==> src/tlbla_cnt.sv <==
// Per-process page-table fill counts: RAM with per-entry valid flags cleared at reset.
module tlbla_cnt #(
	parameter int DEPTH = 16,
	parameter int IDX_W = 4,
	parameter int CNT_W = 9
) (
	input  logic             clk,
	input  logic             arst_n,
	input  logic             rd_en,
	input  logic [IDX_W-1:0] rd_idx,
	output logic [CNT_W-1:0] rd_data,
	input  logic             wr_en,
	input  logic [IDX_W-1:0] wr_idx,
	input  logic [CNT_W-1:0] wr_data
);

	logic [CNT_W-1:0] mem [DEPTH];
	logic [DEPTH-1:0] vld_q;
	logic [CNT_W-1:0] data_q;
	logic             data_vld_q;

	always_ff @(posedge clk or negedge arst_n) begin
		if (!arst_n) begin
			vld_q      <= '0;
			data_vld_q <= 1'b0;
		end else begin
			if (wr_en) begin
				vld_q[wr_idx] <= 1'b1;
			end
			if (rd_en) begin
				data_vld_q <= vld_q[rd_idx];
			end
		end
	end

	always_ff @(posedge clk) begin
		if (wr_en) begin
			mem[wr_idx] <= wr_data;
		end
		if (rd_en) begin
			data_q <= mem[rd_idx];
		end
	end

	assign rd_data = data_vld_q ? data_q : '0;

endmodule

==> config.mk <==
export PLATFORM = sky130hd
export DESIGN_NAME = tlbla_cnt
export DESIGN_NICKNAME = d
export VERILOG_FILES = /design/src/tlbla_cnt.sv
export SDC_FILE = /design/constraint.sdc
export NUM_CORES = 1
export LEC_CHECK = 0
export BUFFER_PORTS_ARGS = -buffer_cell sky130_fd_sc_hd__clkbuf_2
export CORE_MARGIN = 1.5
export CORE_UTILIZATION = 60
export CTS_CLUSTER_DIAMETER = 30
export DETAILED_ROUTE_END_ITERATION = 7
export GPL_TIMING_DRIVEN = 0
export PLACE_DENSITY = 0.9
export RECOVER_POWER = 25
export SYNTH_ARGS = -nofsm -noshare
export SYNTH_HDL_FRONTEND = slang
export SYNTH_SLANG_ARGS = --single-unit
export TNS_END_PERCENT = 50
==> constraint.sdc <==
create_clock -name clk -period 2 [get_ports clk]
set_input_delay 0.4 -clock clk [delete_from_list [all_inputs] [get_ports clk]]
set_output_delay 0.4 -clock clk [all_outputs]
set_load 0.03 [all_outputs]
==> metrics list, run 1 <==
- The signal on the critical path passes through clkbuf_2 > or3b_2 > nor2_1.
- Power density over cell area: roughly 1000 mW/mm^2
- Number of instances in the synthesized netlist: 282
* Number of top-level design ports: 30
- Xor/xnor cell area share of the yosys netlist: 0
- Number of flip-flops and latches in the synthesized netlist: 170
- Sequential share of the synthesized area: 0.7573
- Main combinational cell family by area after synthesis: multiplexers
- Leading cell types in the layout, fill and taps excluded: sky130_fd_sc_hd__edfxtp_1, sky130_fd_sc_hd__mux4_1, sky130_fd_sc_hd__mux4_2
- The final layout contains routed wiring with a total length of approximately 13000 um.
* Maximum capacitance violations: 0
- In this run the static leakage power is 0.002511 uW.
- First DRT Iteration DRCs: roughly 440
- Netlist Area Pre-Place: around 0.0066 mm^2
- Slowest library cell on the worst path: sky130_fd_sc_hd__nor2_1
* Largest delay share family, worst path: simple AND/OR/NAND/NOR gates
* Worst setup EP type: flop
- WP data required: 2130 ps
- The clock passes through at most 2 buffers.
* Maximum number of pins on one net before global-route repair: 18
- After detailed placement, the total cell area comes to 0.006962 mm^2.
* Routed wire per std cell: approximately 27 um
- Post-synthesis compound-gate area fraction: 0
- Effective utilization at floorplan: 0.6142
* Part of the total power dissipated in the clock network: 0.393
* Area added between synthesis and finish: 13.31%
* H-tree depth: 4
* VDD IR max: about 0.00068 V
- Clock skew on the completed layout was measured at just over 8 ps.
- At the pin with the least slew margin, the transition time is between 1000 and 1500 ps.
- The repair_antennas step left the layout with diodes totalling 0.
- Along the worst path, the maximum fanout reaches 10.
- At the end of the flow, the number of nets in the layout was 350.
- Setup repair after global routing missed its margin: false
- In this run, distinct cell masters in the synthesized netlist total 20.
* Post-CTS setup buffers: 0
- The die covers between 0.01 and 0.015 mm^2.
- Clk_lat worst skew: ~520 ps
- Crit start category: primary input
* Count of buffers from port buffering: 26
* Maximum cell stage delay along the critical path: 930 ps
- In this run the tightest slew margin relative to its limit is 0.1909.
* Most common cell after layout, fill and taps aside: sky130_fd_sc_hd__edfxtp_1
- Remaining antenna violation count: 0
- For this run, design rule violations remaining after detail routing come to 0.
- Placed wire-length estimate after detailed placement: around 8000 um
- In the final layout, the share of cells above drive strength 1 is 0.2962.
- The number of nets handed over by synthesis was 303.
- Path class of the lowest-slack min-delay path: in2reg
- The first global-routing pass estimated 20100 um of wire.
- Via count of the first global-routing pass: approximately 3200
- Power dissipated by switching net loads: 1673 uW
- Worst setup path class: in2reg
* Maximum clock rate: between 500 and 600 MHz
- Of the available clock period, the critical path in the final layout requires 0.9277.
- In this run the core area contains 38 standard-cell rows.
- Post-synthesis mux area share: 0.1880
- Total non-filler cell area in the finished layout: 0.007511 mm^2
- Of the total power, registers draw 0.531.
* Worst Path Arrival: between 1500 and 2000 ps
- Core area: around 0.011 mm^2
- Fillers: 599
- Count of non-filler cells in the finished layout: about 480
- Internal portion of total power: about 6000 uW
* PnR Total Power: approximately 7700 uW
- Beginning of the worst hold path: rd_en
- Final worst path period need: between 1500 and 2000 ps
- The worst register-to-register path begins at mem[10][4].
- Of the total power, the share spent switching nets is 0.2171.
* Synthesized-area fraction occupied by and/or/nand/nor cells: 0.04020
* Clock Pin Slew Worst Setup and Hold Paths: approximately 60 ps
- Combinational group share of total power: 0.076
* Root buffer selected by CTS: sky130_fd_sc_hd__clkbuf_8
* Post-synthesis average cell area: approximately 24 um^2
- Final hold analysis gives a worst-case slack of 312.8 ps.
- In this run, CTS created clock tree buffers numbering 17.
- Die Height: between 100 and 150 um
- Max-slew violation count: 0
* Antenna violations before repair: 0
- Clock tree from TritonCTS: built
- Number of warning messages in the yosys log: 0
- The critical path starts at wr_idx[2].
* Drt pass-1 iters: 7
- Sinks on Clock Net: 170
* Remaining Overflow, GRT: 0
- The run finished with clean final reports.
- Once placement completed, the tool counted placed cells totaling 449.
* Via count of the routed design: 3127
* Final hold violation count: 0
* Routed via count divided by cell count: between 6 and 7
- Final setup violation count: 0
* Overall fraction of global-route tracks in use: 0.2541
- Adder-Cell Fraction of Synth Area: 0
* WP buf/inv: 1
- Horizontal die dimension: 108.1 um
- At the end of routability-driven placement, the weighted congestion stood at 0.7640.
## registers in the layout, indices dropped and copies added (netlist names)
name        count
mem           144
vld_q          16
data_q          9
data_vld_q      1
## final timing paths
path | end | slack (ps) | depth (start not counted)
max in group asynchronous | vld_q[9] | 1330 | 2
min | data_q[3] | 310 | 1
max | mem[2][8] | 140 | 3
max reg2reg | data_q[4] | 270 | 2
min reg2reg | vld_q[3] | 470 | 1
min in group asynchronous | vld_q[7] | 360 | 2
## worst reg2reg max path: cells and delay by family (launching register included)
kind          cells  cell delay [ps]
multiplexers      2             1030
flip-flops        1              440
## logic make-up (layout without fill, tap and decap cells)
group | count (synthesis) | after routing
mux | 53 | 53
flops | 170 | 170
buf+inv | 11 | 70
simple gates | 48 | 48
## what timing repair did
action                                  in CTS  in global routing
hold buffers                                 1                  0
resized for setup                            0                  0
endpoints found under the hold margin       17                  0
endpoints found under the setup margin       0                  0
## per-stage QoR
step | utilization | TNS (ps) | worst slack, ps
CTS | 0.6966 | 0 | 127.7
global route | 0.6959 | 0 | 46.39
global placement | 0.6425 | -23460 | -704.1
detailed placement | 0.6450 | -12780 | -386.0
finish | 0.6959 | 0 | 144.5
floorplan | - | 0 | 6.013
## metal layers
layer,up-vias,share of wire,global-route usage,wire [um]
li1,1291,-,-,-
met1,1612,0.38,0.3446,5025
met2,196,0.52,0.4137,6885
met3,28,0.075,0.06148,988
met4,0,0.020,0.08553,269
met5,-,0,0,0
## Yosys cell counts, drive strengths merged
master	instances	area, um^2
nor3	4	20.02
nor2	12	45.04
nand2b	2	12.51
and2	9	56.30
mux2i	3	30.03
mux4	49	1201
edfxtp	153	4594
or3b	1	8.760
mux2	1	15.01
nand3b	2	15.01
clkbuf	3	21.27
or2	16	100.1
nand2	1	3.750
buf	8	75.06
nand3	1	5.000
dfrtp	17	425.4
## power groups by stage
| stage | Clock, uW | Sequential, uW | Combinational [uW] |
|---|---|---|---|
| after floorplan | 0 | 4120 | 389 |
| after global placement | 0 | 4140 | 545 |
| after detailed placement | 0 | 4160 | 573 |
| after CTS | 3060 | 4090 | 590 |
| after global routing | 3200 | 4100 | 619 |
| final | 3030 | 4090 | 584 |
## area by class of cell
class | instances | area, um^2 | area share
buffer | 11 | 96.34 | 0.01283
clock buffer | 17 | 414.1 | 0.05514
clock inverter | 14 | 132.6 | 0.01766
multi-input combinational | 101 | 1533 | 0.2041
sequential | 170 | 5020 | 0.6683
tap | 140 | 175.2 | 0.02332
timing repair buffer | 28 | 140.1 | 0.01866
No activity file was read; power rests on OpenSTA's default activity.
==> run 2: changes to the inputs <==
Settings changed: PLACE_DENSITY 0.9 to 0.86.
Clock period 2 ns to 2.1 ns, I/O delays scaled along.
==> run 2 against run 1 <==
  * Via count increased by 0.42%
  * Wire length grew 4.1%
  * Die area is the same
  * Highest routed layer unchanged
  * Total power decreased by 2.0%
  * Largest cell class unchanged
  * Largest power group unchanged
  * Global-route usage increased by 0.40 points
  * First-iteration DRC count shrank 11%
  * Cell area up 0.45%
  * Worst setup slack improved by 30 ps
  * Clock-buffer cell count grew 5
  * Clock power up 2%
  * Non-clock buffer count shrank 1
  * Hold slack better by 5.0 ps
==> metrics list, run 2 (same netlist as run 1, synthesis figures left out) <==
- The run finished with clean final reports.
* Count of buffers from port buffering: 26 (unchanged)
- Root buffer selected by CTS: sky130_fd_sc_hd__clkbuf_8
- Register-to-Register Path Depth: 2 (unchanged)
- Final net count: 349 (-0.29%)
- The part of the power in registers came to 0.516 (-0.015).
* Clk_lat worst skew: 540 ps (+20 ps)
- Remaining Overflow, GRT: 0 (unchanged)
- The number of clock sinks seen by CTS is 170 (unchanged).
- CTS max path bufs: 2 (unchanged)
* Core area: 0.01079 mm^2 (unchanged)
- Remaining antenna violation count: 0 (unchanged)
- The maximum level of the CTS H-tree came to 4 (unchanged).
- The largest stage delay on the critical path was 1000 ps (+70 ps).
- The site row count is 38 (unchanged).
- Worst setup path class: in2reg
- The power density over the cells is 1001 mW/mm^2 (-2.4%).
* Maximum capacitance violations: 0 (unchanged)
* Final hold violation count: 0 (unchanged)
- The worst IR drop on VDD was 0.0006414 V (-6.2%).
- STA classifies the critical path startpoint as a primary input.
* Path class of the lowest-slack min-delay path: in2reg
* Crit share post-route: 0.9169
* Die Height: 108.1 um (unchanged)
- Power dissipated by switching net loads: 1653 uW (-1.2%)
- The transition time at the pin with the least slew margin is 1308 ps (+99.02 ps).
- The final total power is 7550 uW (-2.0%).
* Effective utilization at floorplan: 0.6142 (unchanged)
- Final worst path period need: 1926 ps
* Maximum number of pins on one net before global-route repair: 18 (unchanged)
- Sum Neg Setup Slack: 0 ps (unchanged)
- The clock transition at the registers of the reported paths is 60 ps (about the same).
- The post-CTS setup buffer count came to 0 (unchanged).
* Antenna violations before repair: 0 (unchanged)
* FF-to-FF Start: mem[8][3]
- Cells resized by post-CTS repair: 0 (unchanged)
* Die area: 0.01169 mm^2 (unchanged)
* Hold Crit Endpoint: data_q[7]
* Worst Skew: 7.525 ps (-0.6009 ps)
- LEAKAGE: 0.002522 uW (+0.45%)
* Wire length of the first global-routing pass: 20300 um (+1.0%)
- The final count of pins violating max slew came to 0 (unchanged).
- The combinational share of power came to 0.075 (about the same).
* Setup repair after global routing missed its margin: false
- The library cells used most frequently in the layout, excluding fill and tap cells, are sky130_fd_sc_hd__edfxtp_1, sky130_fd_sc_hd__mux4_1, sky130_fd_sc_hd__mux4_2.
- The I/O pin count is 30 (unchanged).
- Total wire length after detailed routing: 13710 um (+4.1%)
- The share of layout cells above drive strength 1 came to 0.3021 (+0.005865).
- First DRT Iteration DRCs: 386 (-11%)
- The total half-perimeter wirelength after legalization and detailed placement was 8301 um (+3.6%).
- Worst setup EP type: flop
* Worst Path Arrival: 2070 ps (+80 ps)
- Reg2Reg Capture Point: data_q[3]
- In the final layout, the registers with the most flip-flops are mem x144, vld_q x16, data_q x9.
* Switching power share of the total: 0.2190 (+0.001861)
- More flip-flops sit in one register than any other, and that register is mem.
- The internal power was 5896 uW (-2.2%).
- Routed wire per std cell: 28.51 um (+4.1%)
- Beginning of the worst hold path: rd_en
- Worst rel slew slack: 0.1247 (-0.06626)
- Horizontal die dimension: 108.1 um (unchanged)
- Area added between synthesis and finish: 13.82%
- Number of instances on the worst hold path: 1 (unchanged)
- Clock tree from TritonCTS: built
* Overall fraction of global-route tracks in use: 0.2581 (+0.004014)
- Timing would allow up to about 520 MHz.
* Part of the total power dissipated in the clock network: 0.410 (+0.017)
* Number of CTS-inserted buffers: 17 (unchanged)
- Fillers: 609 (+1.7%)
- Final setup violation count: 0 (unchanged)
* DRC violation count after routing: 0 (unchanged)
- Critical path, cell by cell: clkbuf_2 > or3b_2 > nor2_1
- Drt pass-1 iters: 5 (-2)
- Leaving out fill and tap cells, the most frequent cell in the layout is sky130_fd_sc_hd__edfxtp_1.
- The number of global-route vias before repair was 3242 (+0.25%).
* Number of flip-flops in the largest register: 144 (unchanged)
- Ant. Diodes: 0 (unchanged)
* Slowest library cell on the worst path: sky130_fd_sc_hd__nor2_1
- The placer congestion estimate came to 0.7893 (+3.3%).
- The data required time of the critical path is 2250 ps (+120 ps).
* Largest fanout of any net on the critical path: 10 (unchanged)
- Register-to-register setup slack: 340 ps (+70 ps)
- The vias after detailed routing was 3140 (+0.42%).
- Routed via count divided by cell count: 6.528 (+0.42%)
run 2: cell count changes in the layout (fill, tap and decap cells not counted):
cell	previous run	this run
sky130_fd_sc_hd__clkbuf_8	2	6
sky130_fd_sc_hd__clkinv_1	4	0
sky130_fd_sc_hd__clkbuf_1	8	10
sky130_fd_sc_hd__buf_4	3	2
sky130_fd_sc_hd__clkbuf_2	20	19
sky130_fd_sc_hd__clkinv_4	4	3
sky130_fd_sc_hd__clkinvlp_4	1	2
run 2: worst max path at each step:
stage                      end  cells after the start  startpoint  slack (ps)
global route        rd_data[2]                      2  data_vld_q         120
finish               mem[1][1]                      3       wr_en         170
CTS                 rd_data[2]                      2  data_vld_q         200
floorplan            mem[0][0]                      2   wr_idx[2]          90
global placement     mem[0][2]                      3   wr_idx[2]        -650
detailed placement   data_q[2]                      4   rd_idx[1]        -270
run 2: metrics by stage:
step	utilization	std cells	worst slack (ps)	instance area (um^2)	hold slack, ps
after floorplan	-	282	86.01	6629	124.4
after global placement	0.6425	448	-645.3	6934	365.2
after detailed placement	0.6443	448	-273.9	6954	377.8
after CTS	0.6999	481	204.1	7553	300.5
after global routing	0.6990	481	123.2	7545	316.4
final	0.6990	481	174.4	7545	317.8
run 2: critical path, delay by kind of cell:
| family | cells | cell delay (ps) |
|---|---|---|
| buffers and inverters | 1 | 130 |
| and+or+nand+nor | 2 | 1510 |
run 2: area by class of cell:
type	instances	area (um^2)	area share
Sequential cell	170	5020	0.6653
Multi-Input combinational cell	101	1533	0.2032
Clock buffer	22	473.0	0.06269
Tap cell	140	175.2	0.02322
Timing Repair Buffer	27	131.4	0.01741
Clock inverter	10	116.4	0.01542
Buffer	11	96.34	0.01277
run 2: metal layers:
metal	vias to the layer above	wire length [um]	GRT usage
met4	0	288	0.1015
met2	188	7233	0.4213
met5	-	0	0
met3	28	1093	0.07414
met1	1639	5097	0.3332
li1	1285	-	-
run 2: repair_timing:
action	CTS	global route
hold buffers	1	0
setup endpoints to repair	0	0
endpoints found under the hold margin	17	0
run 2: power groups by stage:
stage | combinational, uW | sequential, uW | clock (uW)
6_report | 565 | 3890 | 3090
5_1_grt | 598 | 3910 | 3230
4_1_cts | 569 | 3890 | 3090
3_5_place_dp | 551 | 3960 | 0
3_3_place_gp | 523 | 3940 | 0
2_1_floorplan | 370 | 3930 | 0
