[config.mk]
export PLATFORM = sky130hd
export DESIGN_NAME = tlbla_tlb
export DESIGN_NICKNAME = d
export VERILOG_FILES = /design/src/tlbla_pkg.sv /design/src/tlbla_tlb.sv
export SDC_FILE = /design/constraint.sdc
export NUM_CORES = 1
export LEC_CHECK = 0
export BUFFER_PORTS_ARGS = -buffer_cell sky130_fd_sc_hd__clkbuf_2
export CAP_MARGIN = 40
export CORE_AREA = 2 2 227 229
export DETAILED_ROUTE_END_ITERATION = 7
export DIE_AREA = 0 0 229 231
export GPL_TIMING_DRIVEN = 0
export PLACE_DENSITY = 0.45
export SYNTH_ARGS = -nofsm -noshare
export SYNTH_HDL_FRONTEND = slang
export SYNTH_SLANG_ARGS = --single-unit
[constraint.sdc]
create_clock -name clk -period 13.8 [get_ports clk]
set_input_delay 0.69 -clock clk [delete_from_list [all_inputs] [get_ports clk]]
set_output_delay 0.69 -clock clk [all_outputs]
set_load 0.02 [all_outputs]
[src/tlbla_pkg.sv]
// Shared types and constants for the translation lookaside buffer with LFU aging.
package tlbla_pkg;

	localparam int LADDR_W = 16;
	localparam int FADDR_W = 24;
	localparam int PID_W   = 4;
	localparam int SLOT_W  = 3;
	localparam int USE_W   = 3;

	localparam logic [USE_W-1:0] USE_MAX = 3'd7;

	localparam logic KIND_XLATE = 1'b0;
	localparam logic KIND_APPEND = 1'b1;

	typedef struct packed {
		logic               kind;
		logic [PID_W-1:0]   pid;
		logic [LADDR_W-1:0] logical_addr;
		logic [FADDR_W-1:0] frame_addr;
	} req_t;

	typedef struct packed {
		logic [FADDR_W-1:0] phys_addr;
		logic               tlb_hit;
		logic [SLOT_W-1:0]  slot;
		logic               table_full;
	} rsp_t;

	typedef struct packed {
		logic              hit;
		logic [SLOT_W-1:0] slot;
	} tlb_stat_t;

endpackage

[src/tlbla_tlb.sv]
// TLB slots: associative lookup, LFU victim choice with ageing, hit and refill update.
module tlbla_tlb #(
	parameter int ENTRIES = 8,
	parameter int PAGE_W  = 8,
	parameter int FRAME_W = 16
) (
	input  logic                           clk,
	input  logic                           arst_n,
	input  logic [tlbla_pkg::PID_W-1:0]    pid,
	input  logic [PAGE_W-1:0]              page,
	input  logic                           commit,
	input  logic [FRAME_W-1:0]             miss_frame,
	output tlbla_pkg::tlb_stat_t           stat,
	output logic [FRAME_W-1:0]             hit_frame
);

	localparam int IDX_W = (ENTRIES > 1) ? $clog2(ENTRIES) : 1;
	localparam int USE_W = tlbla_pkg::USE_W;
	localparam int USE_LEVELS = 1 << USE_W;

	logic [ENTRIES-1:0]          valid_q;
	logic [tlbla_pkg::PID_W-1:0] owner_q [ENTRIES];
	logic [PAGE_W-1:0]           page_q  [ENTRIES];
	logic [FRAME_W-1:0]          frame_q [ENTRIES];
	logic [USE_W-1:0]            use_q   [ENTRIES];

	logic                  hit;
	logic [IDX_W-1:0]      hit_idx;
	logic                  inv_any;
	logic [IDX_W-1:0]      inv_idx;
	logic [USE_LEVELS-1:0] present;
	logic [USE_W-1:0]      least;
	logic [IDX_W-1:0]      victim_idx;
	logic [IDX_W-1:0]      fill_idx;

	always_comb begin
		hit        = 1'b0;
		hit_idx    = '0;
		inv_any    = 1'b0;
		inv_idx    = '0;
		present    = '0;
		least      = '0;
		victim_idx = '0;
		for (int i = ENTRIES - 1; i >= 0; i--) begin
			if (valid_q[i] && owner_q[i] == pid && page_q[i] == page) begin
				hit     = 1'b1;
				hit_idx = IDX_W'(i);
			end
			if (!valid_q[i]) begin
				inv_any = 1'b1;
				inv_idx = IDX_W'(i);
			end
		end
		for (int c = 0; c < USE_LEVELS; c++) begin
			for (int i = 0; i < ENTRIES; i++) begin
				if (use_q[i] == USE_W'(c)) begin
					present[c] = 1'b1;
				end
			end
		end
		for (int c = USE_LEVELS - 1; c >= 0; c--) begin
			if (present[c]) begin
				least = USE_W'(c);
			end
		end
		for (int i = ENTRIES - 1; i >= 0; i--) begin
			if (use_q[i] == least) begin
				victim_idx = IDX_W'(i);
			end
		end
	end

	assign fill_idx  = inv_any ? inv_idx : victim_idx;
	assign hit_frame = frame_q[hit_idx];
	assign stat.hit  = hit;
	assign stat.slot = hit ? tlbla_pkg::SLOT_W'(hit_idx) : tlbla_pkg::SLOT_W'(fill_idx);

	always_ff @(posedge clk or negedge arst_n) begin
		if (!arst_n) begin
			valid_q <= '0;
			for (int i = 0; i < ENTRIES; i++) begin
				use_q[i] <= '0;
			end
		end else if (commit) begin
			if (hit) begin
				use_q[hit_idx] <= tlbla_pkg::USE_MAX;
			end else begin
				// refilled slot restarts at the top, the others age when nothing is free
				for (int i = 0; i < ENTRIES; i++) begin
					if (IDX_W'(i) == fill_idx) begin
						use_q[i] <= tlbla_pkg::USE_MAX;
					end else if (!inv_any && use_q[i] != '0) begin
						use_q[i] <= use_q[i] - USE_W'(1);
					end
				end
				valid_q[fill_idx] <= 1'b1;
			end
		end
	end

	always_ff @(posedge clk) begin
		if (commit && !hit) begin
			owner_q[fill_idx] <= pid;
			page_q[fill_idx]  <= page;
			frame_q[fill_idx] <= miss_frame;
		end
	end

endmodule

==> results.ini, run 1 <==
[cts]
cts.sinks=256
cts_made_buffers=30
worstSkewPairLatency_ns=0.57
clockBufferDepth=3
clkTransAtPathRegs_ns=0.06
cts-root-buf=clkbuf_16
htree_levels=1
cts_tree=yes
post_cts_buffers=0

[drt]
drc=0
wl_um=35020
drtIter0Drc=611
wl_per_cell_um=20.08
via_per_inst=4.606
ant_nets=0
dr.pass1.iters=5
vias=8033

[synth]
synthArstFlopShare=0.1250
synth_edf_count=224
synth_cell_types=79
synth_seq_cells=256
seq_area_frac_synth=0.6020
syn-mean-instance-area_um2=13.32
netlist_instances=939
synthesis.area_um2=12500
synth_ff_type=edfxtp_1
ys.warnings.count=0
syn_nets=1010

[timing]
setup_tns_ns=0
finalHoldViolCount=0
timing.fmax_ghz=0.1637
finalMaxSlewViolations=0
slew_headroom=0.3511
setup_violations=0
fin_ws_ns=7.691
skew_ns=0.01801
layout_min_cycle_time_ns=6.109
tightest_slew_ns=0.9644
rsz0062_at_grt=no
period_share=0.4427

[worst_setup_path]
slowest_stage=nor4_1
crit_buf_inv=5
worstPathRequired_ns=13.11
criticalPathCategory=in -> out
crit_path_max_fanout=10
crit_family=simple AND/OR/NAND/NOR gates
cp-end-kind=output port
crit_chain=clkbuf_2 -> clkbuf_1 -> xnor2_1 -> nand4_1 -> nor4_1 -> a21oi_1 -> o21ai_0 -> a21oi_1 -> nor2_1 -> inv_1 -> nor2_1 -> clkbuf_1 -> a22oi_1 -> nand3_1 -> clkbuf_2
arrival_ns=5.42
cp-start-kind=input port
slowest_delay_ns=0.77

[outcome]
status=finished clean

[die]
die_y_um=231
io-pin-count=51
rows=83
initial_core_util=0.2467
die-area_um2=52900
die_x_um=229
coreArea_um2=50680

[cells_and_area]
area_delta_synth_final_pct=19.49
final_nets=1113
instances_no_fill=1744
post-route-util=0.2948
num_antenna_cells=0
drive_above_1_share=0.1673

[global_routing]
grt_max_degree=26
grt_pass1_wl_um=53450
grt_overflow_total=0
first_global_vias=8121
grt_antenna_before_repair=1
track_usage=0.1325

[placed_design]
io_buffers=49
dp.cells=1688
gp_congestion=0.8606
dp_slack_ns=7.506
dp_hpwl_um=25300

[min_path]
hp-class=in -> reg

[flow_run]
maxCapViolCount=0

## metrics by stage
stage	cell area, um^2	hold WS [ns]
after global placement	13600	0.5425
after floorplan	12500	0.3944
after global routing	14940	0.3931
after CTS	14940	0.3790
final	14940	0.4050
after detailed placement	13920	0.5396
## registers in the layout, indices dropped and copies added (netlist names)
name     count
page_q      64
owner_q     32
valid_q      8
frame_q    128
use_q       24
## metal layers
metal | GRT usage | wire (um) | vias up
met5 | 0 | 13 | -
met4 | 0.03490 | 783 | 2
met3 | 0.02557 | 1665 | 53
met2 | 0.2186 | 16400 | 161
met1 | 0.1780 | 16160 | 4007
li1 | - | - | 3810
## logic make-up (layout without fill, tap and decap cells)
family | count (synthesis) | count (layout) | share of synthesized area
xor+xnor | 101 | 101 | 0.07075
flops | 256 | 256 | 0.6020
fa+ha+maj | 40 | 40 | 0.04003
mux | 26 | 26 | 0.02101
compound gates | 183 | 183 | 0.1240
simple gates | 269 | 269 | 0.1187
buf+inv | 64 | 189 | 0.02352
## synth_stat cells, drive strengths merged, types with 4 or more instances
master   instances  area, um^2
a2111oi          8       113.9
a211oi           7       62.56
a21oi            8       40.04
a221oi           6       52.55
a22o             6       52.55
a22oi           51       382.9
a2bb2oi          5       50.04
a31oi            4       25.02
and2             7       46.30
and4             4       35.03
buf             15       107.6
clkbuf          22       82.58
dfrtp           32       800.8
edfxtp         224        6726
ha              40       500.5
inv             27       103.9
mux2i           24       240.2
nand2           42       157.7
nand2b           5       31.28
nand3           42       220.2
nand4           33       212.7
nor2            51       191.4
nor2b           27       168.9
nor3             9       45.04
nor4            20       167.7
o211a            5       50.05
o21a             8       60.06
o21ai           31       155.1
o221ai           5       61.31
o22a            11       96.34
o32ai            4       72.57
or2             18       115.1
xnor2           79       691.9
xor2            22       192.7
## cells in the final DEF, fill, tap and decap left out, types with 25 or more instances in the layout
cell type  instances
nor2_1            47
nand4_1           32
nand2_1           42
xnor2_1           79
clkbuf_16         31
edfxtp_1         224
a22oi_1           51
ha_1              40
nor2b_1           27
dfrtp_1           32
inv_1             25
nand3_1           40
clkbuf_2          50
o21ai_0           26
## path summary, 6_finish.rpt
path | startpoint | to | slack [ns] | cells past startpoint
max in group asynchronous | arst_n | valid_q[6] | 12.80 | 3
hold reg to reg | valid_q[3] | valid_q[3] | 0.55 | 1
setup reg to reg | use_q[15] | owner_q[6][3] | 8.23 | 15
hold / removal | miss_frame[10] | frame_q[3][10] | 0.41 | 1
min in group asynchronous | arst_n | use_q[14] | 0.54 | 2
setup / recovery | pid[2] | hit_frame[8] | 7.69 | 15
## area by class of cell
cell class / instances / area, um^2
Buffer: 37 / 190.2
Clock buffer: 33 / 783.3
Fill cell: 5267 / 35740
Timing Repair Buffer: 71 / 533.0
Multi-Input combinational cell: 619 / 4726
Tap cell: 680 / 850.8
Clock inverter: 21 / 226.5
Sequential cell: 256 / 7527
Inverter: 27 / 103.9
## timing repair
| item | 4_1_cts | 5_1_grt |
|---|---|---|
| hold buffers | 1 | 0 |
| gates resized for setup | 0 | 0 |
| hold endpoints to repair | 7 | 0 |
Power of run 1 is left out: the tool's default activity adds up to more than one toggle a clock period on the data nets, which glitch-free logic cannot reach.
==> run 2, diff against run 1 <==
clock period = 5.7 ns   (was 13.8 ns; I/O delays follow)
==> results.ini, run 2 (same netlist as run 1, synthesis figures left out) <==
[cells_and_area]
drive_above_1_share=0.1616  ; -0.005733
final_common_cell=edfxtp_1
largest_reg_flops=128  ; unchanged
reg_top3=frame_q (128), page_q (64), owner_q (32)
final_nets=1126  ; +1.2%
layout_common_cells=224 x edfxtp_1, 79 x xnor2_1, 51 x a22oi_1
fillCellCount=5219  ; -0.91%
largest-register=frame_q
num_antenna_cells=0  ; unchanged
area_delta_synth_final_pct=20.06
post-route-util=0.2962  ; +0.001408

[worst_setup_path]
criticalPathCategory=reg -> out
crit_family=compound AO/OA/AOI/OAI gates
slowest_delay_ns=0.55  ; -0.22 ns
cp-end-kind=output port
crit_path_max_fanout=8  ; -2
worst_r2r_endpoint=page_q[6][1]
cp-start-kind=register
critPathMostFrequentCell=a211oi_1
reg2reg_slack_ns=0.50  ; -7.73 ns
crit_buf_inv=2  ; -3
crit_chain=inv_1 -> ha_1 -> nor2b_1 -> a2111oi_2 -> nand4_2 -> or4_4 -> a211o_1 -> a211oi_1 -> a211oi_1 -> a21boi_4 -> o32a_4 -> a21boi_1 -> clkbuf_2
arrival_ns=4.99  ; -0.43 ns
reg2regPathDepth=14  ; -1
slowest_stage=or4_4
worstPathRequired_ns=5.41  ; -7.70 ns
r2r_start=use_q[12]

[timing]
skew_ns=0.01673  ; -0.001286 ns
finalMaxSlewViolations=0  ; unchanged
finalHoldViolCount=0  ; unchanged
timing.fmax_ghz=0.1894
rsz0062_at_grt=no
period_share=0.9261
layout_min_cycle_time_ns=5.279
tightest_slew_ns=0.9540  ; -0.01046 ns
setup_violations=0  ; unchanged
fin_ws_ns=0.4214  ; -7.270 ns
slew_headroom=0.3582  ; +0.007035

[drt]
wl_per_cell_um=19.66  ; -2.1%
wl_um=34540  ; -1.4%
vias=8110  ; +0.96%
via_per_inst=4.616  ; +0.21%
ant_nets=0  ; unchanged
dr.pass1.iters=5  ; unchanged
drtIter0Drc=493  ; -19%
drc=0  ; unchanged

[placed_design]
dp_hpwl_um=25120  ; -0.70%
gp_congestion=0.8842  ; +2.7%
dp_slack_ns=0.4603  ; -7.046 ns
io_buffers=49  ; unchanged

[global_routing]
grt_pass1_wl_um=52070  ; -2.6%
first_global_vias=8097  ; -0.30%
grt_max_degree=23  ; -12%
grt_antenna_before_repair=1  ; unchanged
grt_overflow_total=0  ; unchanged
track_usage=0.1293  ; -0.003222

[cts]
worstSkewPairLatency_ns=0.57  ; about the same
clkTransAtPathRegs_ns=0.07  ; about the same
cts.sinks=256  ; unchanged
cts_made_buffers=30  ; unchanged
clockBufferDepth=3  ; unchanged
cts-root-buf=clkbuf_16
htree_levels=1  ; unchanged
cts_tree=yes

[outcome]
status=finished clean

[die]
die_y_um=231  ; unchanged
initial_core_util=0.2467  ; unchanged
die_x_um=229  ; unchanged
coreArea_um2=50680  ; unchanged
die-area_um2=52900  ; unchanged
rows=83  ; unchanged
io-pin-count=51  ; unchanged

[min_path]
hold_end=frame_q[3][4]
min_from=miss_frame[4]
hold_depth=1  ; unchanged
hp-class=in -> reg

[flow_run]
maxCapViolCount=0  ; unchanged

[run 2: cell types whose count changed in the layout (fill, tap and decap cells not counted), moves of 2 or more]
cell,delta
buf_6,-2
clkbuf_1,+8
clkinv_2,-2
buf_8,+3
bufinv_16,-4
clkinv_1,-3
dlygate4sd3_1,+12
[run 2: cell type report]
type	count	area, um^2	area share
inverter	27	103.9	0.006918
multi-input combinational	619	4732	0.3152
buffer	37	190.2	0.01267
sequential	256	7527	0.5014
clock inverter	13	92.59	0.006168
clock buffer	41	813.3	0.05418
tap	680	850.8	0.05668
timing repair buffer	84	701.9	0.04676
[run 2: metrics by stage]
stage	TNS (ns)	area (um^2)	std cells	hold WS [ns]
2_1_floorplan	0	12510	939	-0.01059
3_3_place_gp	-282.32	13600	1668	0.4892
3_5_place_dp	0	13980	1690	0.2795
4_1_cts	0	15010	1757	0.001819
5_1_grt	0	15010	1757	0.01940
6_report	0	15010	1757	0.02147
[run 2: repair_timing]
item | 4_1_cts | 5_1_grt
buffers inserted | 0 | 0
hold buffers | 13 | 0
setup endpoints to repair | 0 | 1
endpoints found under the hold margin | 103 | 0
gates resized for setup | 0 | 1
[run 2: metal layers]
metal / up-vias / part of all wire / global-route usage / routed length (um)
li1: 3828 / - / - / -
met1: 4058 / 0.47 / 0.1767 / 16160
met2: 172 / 0.47 / 0.2130 / 16110
met3: 52 / 0.041 / 0.01828 / 1401
met4: 0 / 0.025 / 0.03774 / 869
met5: - / 0 / 0 / 0
[run 2: worst register-to-register path, stage by stage, from the launching register on]
cell and delay (ns):
dfrtp_1 0.51, inv_1 0.17, ha_1 0.24, nor2b_1 0.15, a2111oi_2 0.44, nand4_2 0.27, or4_4 0.55, a211o_1 0.33
a211oi_1 0.37, a211oi_1 0.11, a21boi_4 0.18, o32ai_4 0.51, nand2_1 0.25, nor3_4 0.56, buf_8 0.25
[run 2: worst max path at each step]
| stage | slack [ns] | endpoint | cells past startpoint | startpoint |
|---|---|---|---|---|
| 3_5_place_dp | 0.46 | hit_frame[1] | 16 | page[6] |
| 6_report | 0.42 | stat[2] | 13 | use_q[12] |
| 2_1_floorplan | 0.48 | use_q[13] | 14 | use_q[18] |
| 5_1_grt | 0.14 | stat[1] | 17 | use_q[12] |
| 3_3_place_gp | -2.27 | use_q[12] | 14 | use_q[15] |
| 4_1_cts | 0.22 | stat[2] | 13 | use_q[12] |
Power of run 2 is left out for the same reason.
